`config.mk`:
```
export PLATFORM = sky130hd
export DESIGN_NAME = alte_cell
export DESIGN_NICKNAME = d
export VERILOG_FILES = /design/src/sv/alte_pkg.sv /design/src/sv/alte_cell.sv
export SDC_FILE = /design/constraint.sdc
export NUM_CORES = 1
export LEC_CHECK = 0
export BUFFER_PORTS_ARGS = -buffer_cell sky130_fd_sc_hd__buf_2
export CORE_MARGIN = 5
export CORE_UTILIZATION = 36
export CTS_CLUSTER_DIAMETER = 50
export DETAILED_ROUTE_END_ITERATION = 7
export PLACE_DENSITY = 0.78
export SLEW_MARGIN = 20
export SYNTH_ARGS = -nofsm -noshare
export SYNTH_HDL_FRONTEND = slang
export SYNTH_SLANG_ARGS = --single-unit
export TNS_END_PERCENT = 20
```
`constraint.sdc`:
```
create_clock -name i_clk -period 1.6 [get_ports i_clk]
set_input_delay 0.16 -clock i_clk [delete_from_list [all_inputs] [get_ports i_clk]]
set_output_delay 0.16 -clock i_clk [all_outputs]
set_load 0.01 [all_outputs]
```
`src/sv/alte_pkg.sv`:
```
// shared types and constants for the array list table engine
// no dependencies
package alte_pkg;

    localparam int DATA_W       = 32;
    localparam int IDX_W        = 6;
    localparam int CNT_OUT_W    = 7;
    localparam int MAX_CAPACITY = 1024;
    localparam int BUS_W        = $clog2(MAX_CAPACITY + 1);
    localparam int DEF_CAPACITY = 64;

    typedef enum logic [1:0] {
        REQ_SEARCH  = 2'd0,
        REQ_REPLACE = 2'd1,
        REQ_APPEND  = 2'd2,
        REQ_REMOVE  = 2'd3
    } t_req;

    typedef enum logic [1:0] {
        ST_OK        = 2'd0,
        ST_NOT_FOUND = 2'd1,
        ST_RANGE     = 2'd2,
        ST_FULL      = 2'd3
    } t_status;

    // command broadcast to every cell of the row
    typedef struct packed {
        logic              fire;
        t_req              op;
        logic [BUS_W-1:0]  idx;
        logic [BUS_W-1:0]  cnt;
        logic [DATA_W-1:0] value;
    } t_cell_cmd;

endpackage

```
`src/sv/alte_cell.sv`:
```
// one table slot: holds an entry, compares it with the search key and
// takes its upper neighbor's entry on a remove; depends on alte_pkg
module alte_cell
    import alte_pkg::*;
#(
    parameter int POS = 0
) (
    input  logic              i_clk,
    input  logic              i_rst_n,
    input  t_cell_cmd         i_cmd,
    input  logic [DATA_W-1:0] i_nbr,
    input  logic [DATA_W-1:0] i_key,
    output logic [DATA_W-1:0] o_q,
    output logic              o_match,
    output logic [DATA_W-1:0] o_rd
);

    localparam logic [BUS_W-1:0] POS_B = BUS_W'(POS);

    logic [DATA_W-1:0] r_q;
    logic [DATA_W-1:0] n_q;

    always_comb begin
        n_q = r_q;
        if (i_cmd.fire) begin
            case (i_cmd.op)
                REQ_REPLACE: if (POS_B == i_cmd.idx) n_q = i_cmd.value;
                REQ_APPEND:  if (POS_B == i_cmd.cnt) n_q = i_cmd.value;
                // every slot at or above the removed one moves down
                REQ_REMOVE:  if (POS_B >= i_cmd.idx) n_q = i_nbr;
                default:     ;
            endcase
        end
    end

    always_ff @(posedge i_clk) begin
        if (!i_rst_n) begin
            r_q <= '0;
        end else begin
            r_q <= n_q;
        end
    end

    assign o_q     = r_q;
    assign o_match = (r_q == i_key);
    assign o_rd    = (POS_B == i_cmd.idx) ? r_q : '0;

endmodule

```
* Word-level counts from Yosys, hierarchy flattened
Cells that the tools add are included.
** Word-level totals
- Bits in registers :: 32
** Operators by class
- Order comparisons :: 1
- Eq/ne operators :: 7
- Multiplexer cells :: 5
- Reduce and logical (&&, ||, !) cells :: 4
** Operators with widths (number)
- 32-bit two-way mux :: 4
- 32-bit one-hot mux with 3 select lines :: 1
- 32-bit equality test :: 1
- 11-bit zero test :: 2
- 1-bit by 11-bit >= comparator with 1-bit output, first input constant :: 1
- 2-bit inequality test, second input constant :: 3
- 5-bit AND reduction :: 1
- 2-bit equality test, second input constant :: 2
- 3-bit nonzero test :: 1
- 2-bit by 1-bit equality test with 1-bit output, second input constant :: 1

* Longest topological paths before layout
- Depth after elaboration :: 3
- Gate-level depth with buffers :: 5
- Depth with buffers taken out :: 4

* Worst setup path before layout
OpenSTA, ideal clock, no wires.
- Path type :: in2out
- Start point :: input port i_cmd[48] (netlist name)
- End point :: output port o_rd[10]
- Arrival time :: 1504 ps
- Required time :: 1440 ps
- Slack :: -64 ps
- Cell stages on the path :: 5
- Path buffers :: 1
- Path through :: or4_1 > nor2_1 > nor4b_4 > buf_4 > and2_1
** Between the ends
- Word-level cells in the longest chain between the ends :: 2
** Ends and longest elaborated chain
- from (decl) :: line alte_cell.sv:10 : input t_cell_cmd i_cmd,
- 11-bit zero test :: line alte_cell.sv:46 : assign o_rd = (POS_B == i_cmd.idx) ? r_q : '0;
- 32-bit two-way mux :: line alte_cell.sv:46
- to (decl) :: line alte_cell.sv:15 : output logic [DATA_W-1:0] o_rd
No other way between the ends.

* Final worst setup path
- Start point :: input port i_cmd[44] (netlist name)
- End point :: output port o_rd[8]
Same word-level chain as after synthesis.

==> impl_metrics.tcl <==
set metrics [dict create \
    synth_fp_nets 387 \
    cp-end-kind "output pin" \
    final_cell_mix "buf_2, nand2_1" \
    die_height_um 90.2 \
    slew_violations 0 \
    max_freq_ghz 0.549 \
    powerDensity_nw_per_um2 557 \
    crit_arrival_ns 1.66 \
    worstSetupStartpointType "input port" \
    postSynthCellCount 264 \
    yosys_warnings 0 \
    drtAntennaViolNets 0 \
    synth-simple-area-share 0.261 \
    final_common_cell "buf_2" \
    grt_pass1_wl_um 12600 \
    synthAdderAreaFrac 0 \
    drive_above_1_share 0.552 \
    clkPwrFrac 0.425 \
    fin_crit_sh 1.14 \
    cts_buffers 5 \
    synth_top_family_by_area "multiplexers" \
    avgRoutedWirePerCell_um 14.6 \
    finalNetCount 584 \
    synth_compound_area_frac 0.00648 \
    critical_path_class "in2out" \
    clock-skew-final_ns 0 \
    reg2reg_from "o_q[26]$_SDFFE_PN0P_" \
    core_area_sq_um 6310 \
    worst_slew_pin_slew_ns 0.353 \
    grt_pass1_vias 2584 \
    worstHoldPathCells 4 \
    grt_overflow 0 \
    nFillCells 613 \
    rsz0062_at_grt "yes" \
    synth_area_sq_um 2320 \
    dp_hpwl_um 6590 \
    yosysTopAreaCellShare 0.277 \
    p_comb_frac 0.180 \
    start_util 0.367 \
    synth-seq-cells 32 \
    worstHoldStart "i_cmd[4]" \
    portBuffers 187 \
    violations "negative setup slack" \
    tns_ns -6.21 \
    yosysTopAreaCell "dfxtp_1" \
    fin_ws_ns -0.220 \
    min_path_type "in2reg" \
    grt_use_total 0.188 \
    ctsLongestPathBuffers 2 \
    cellLeakagePower_nw 2.16 \
    ys_seq_area_frac 0.277 \
    period_needed_ns 1.82 \
    grt_start_max_net_pins 65 \
    min_to "o_q[4]$_SDFFE_PN0P_" \
    drc 0 \
    num_vias 2528 \
    dieArea_sq_um 8140 \
    routed_wl_um 7870 \
    synth-xor-area-share 0.121 \
    synthMuxAreaShare 0.294 \
    drt-pass1-iter-count 4 \
    switchingPower_mw 0.457 \
    die_w_um 90.2 \
    drt-initial-drc-count 74 \
    reg2reg_depth 3 \
    worstPathRequired_ns 1.44 \
    slew_headroom 0.762 \
    setup_viol 33 \
    via_per_inst 4.69 \
    ir_drop_mv 0.352 \
    crit_fanout 14 \
    root_buffer "clkbuf_8" \
    largest_register_ffs 32 \
    final-seq-area_sq_um 642 \
    clock_sinks 32 \
    hold_violations 0 \
    finalInstanceArea_sq_um 3620 \
    row_count 29 \
    holdWs_ns 0.267 \
    avgSynthCellArea_sq_um 8.77 \
    cts_tree "done" \
    place_area_sq_um 3460 \
    swShare 0.227 \
    status "finished with violations" \
    clk_pin_slew_ns 0.07 \
    r2r_slack_ns 0.79 \
    synth_cell_types 21 \
    seq_power_share 0.395 \
    clock_latency_ns 0.28 \
    multiInputGateArea_sq_um 1630 \
    finalPower_mw 2.02 \
    antenna_found_initial 0 \
    holdBufCountCts 0 \
    timing.rr.end "o_q[26]$_SDFFE_PN0P_" \
    synth_area_leaders "dfxtp_1, mux2_2, mux2i_1" \
    h-tree-depth 2 \
    gp_congestion 0.755 \
    p_int_mw 1.56 \
    cap_viol_max_count 0 \
    ios 188 \
    syn2layout_area_growth_pct 56.2 \
    diodes 0 \
]
-- power groups by stage --
| stage | registers, mW | clock network [mW] | logic [mW] |
|---|---|---|---|
| finish | 0.796 | 0.857 | 0.363 |
| global route | 0.795 | 0.928 | 0.402 |
| CTS | 0.796 | 0.887 | 0.368 |
| detailed placement | 0.814 | 0 | 0.362 |
| global placement | 0.814 | 0 | 0.351 |
| floorplan | 0.814 | 0 | 0.159 |
-- repair_timing --
item | CTS | global route
setup endpoints to repair | 33 | 34
cloned | 0 | 0
resized for setup | 5 | 1
pin swaps | 8 | 0
buffers inserted | 0 | 0
-- final cells by class --
type | count | share of cell area
clock buffers | 7 | 0.0266
clock inverters | 1 | 0.00830
multi-input cells | 216 | 0.450
flip-flops and latches | 32 | 0.177
well taps | 77 | 0.0266
repair buffers | 206 | 0.311
-- worst max path at each step --
stage	cells after the start	to	start
2_1_floorplan	5	o_rd[10]	i_cmd[44]
3_3_place_gp	7	o_rd[24]	i_cmd[44]
3_5_place_dp	7	o_rd[29]	i_cmd[44]
4_1_cts	6	o_match	o_q[10]$_SDFFE_PN0P_
5_1_grt	7	o_rd[8]	i_cmd[44]
6_report	7	o_rd[8]	i_cmd[44]
-- Yosys cell counts (all sizes together) --
cell	count
or4b	1
nor4	9
nor3	2
mux2i	32
or4	2
nand2	65
mux2	32
clkbuf	8
buf	8
and4	1
xor2	32
dfxtp	32
o221ai	1
nor4b	2
nand4	2
nor2	3
and2	32
-- through the flow --
stage               worst slack, ns  std cells  utilization
detailed placement           -0.245        531        0.548
global route                 -0.327        539        0.573
global placement             -0.195        531        0.548
finish                       -0.220        539        0.573
floorplan                   0.00608        264            -
CTS                          -0.235        539        0.572
-- worst max-delay path, stage by stage --
cell	delay, ns
buf_6	0.09
or4_4	0.55
nor2_4	0.12
nor4b_4	0.23
buf_4	0.23
and2_1	0.14
buf_2	0.13
-- routing by layer --
layer  routed length, um  share of wire  track usage
met5                   0              0            0
met4                  89          0.011       0.0484
met3                 580          0.074       0.0543
met2                4130           0.52        0.348
met1                3080           0.39        0.208
-- kinds of logic after synthesis --
| kind of cell | Yosys count |
|---|---|
| xor+xnor | 32 |
| simple gates | 119 |
| buf+inv | 16 |
| flops | 32 |
| compound gates | 1 |
| mux | 64 |
Power figures use the tool's default switching activity.
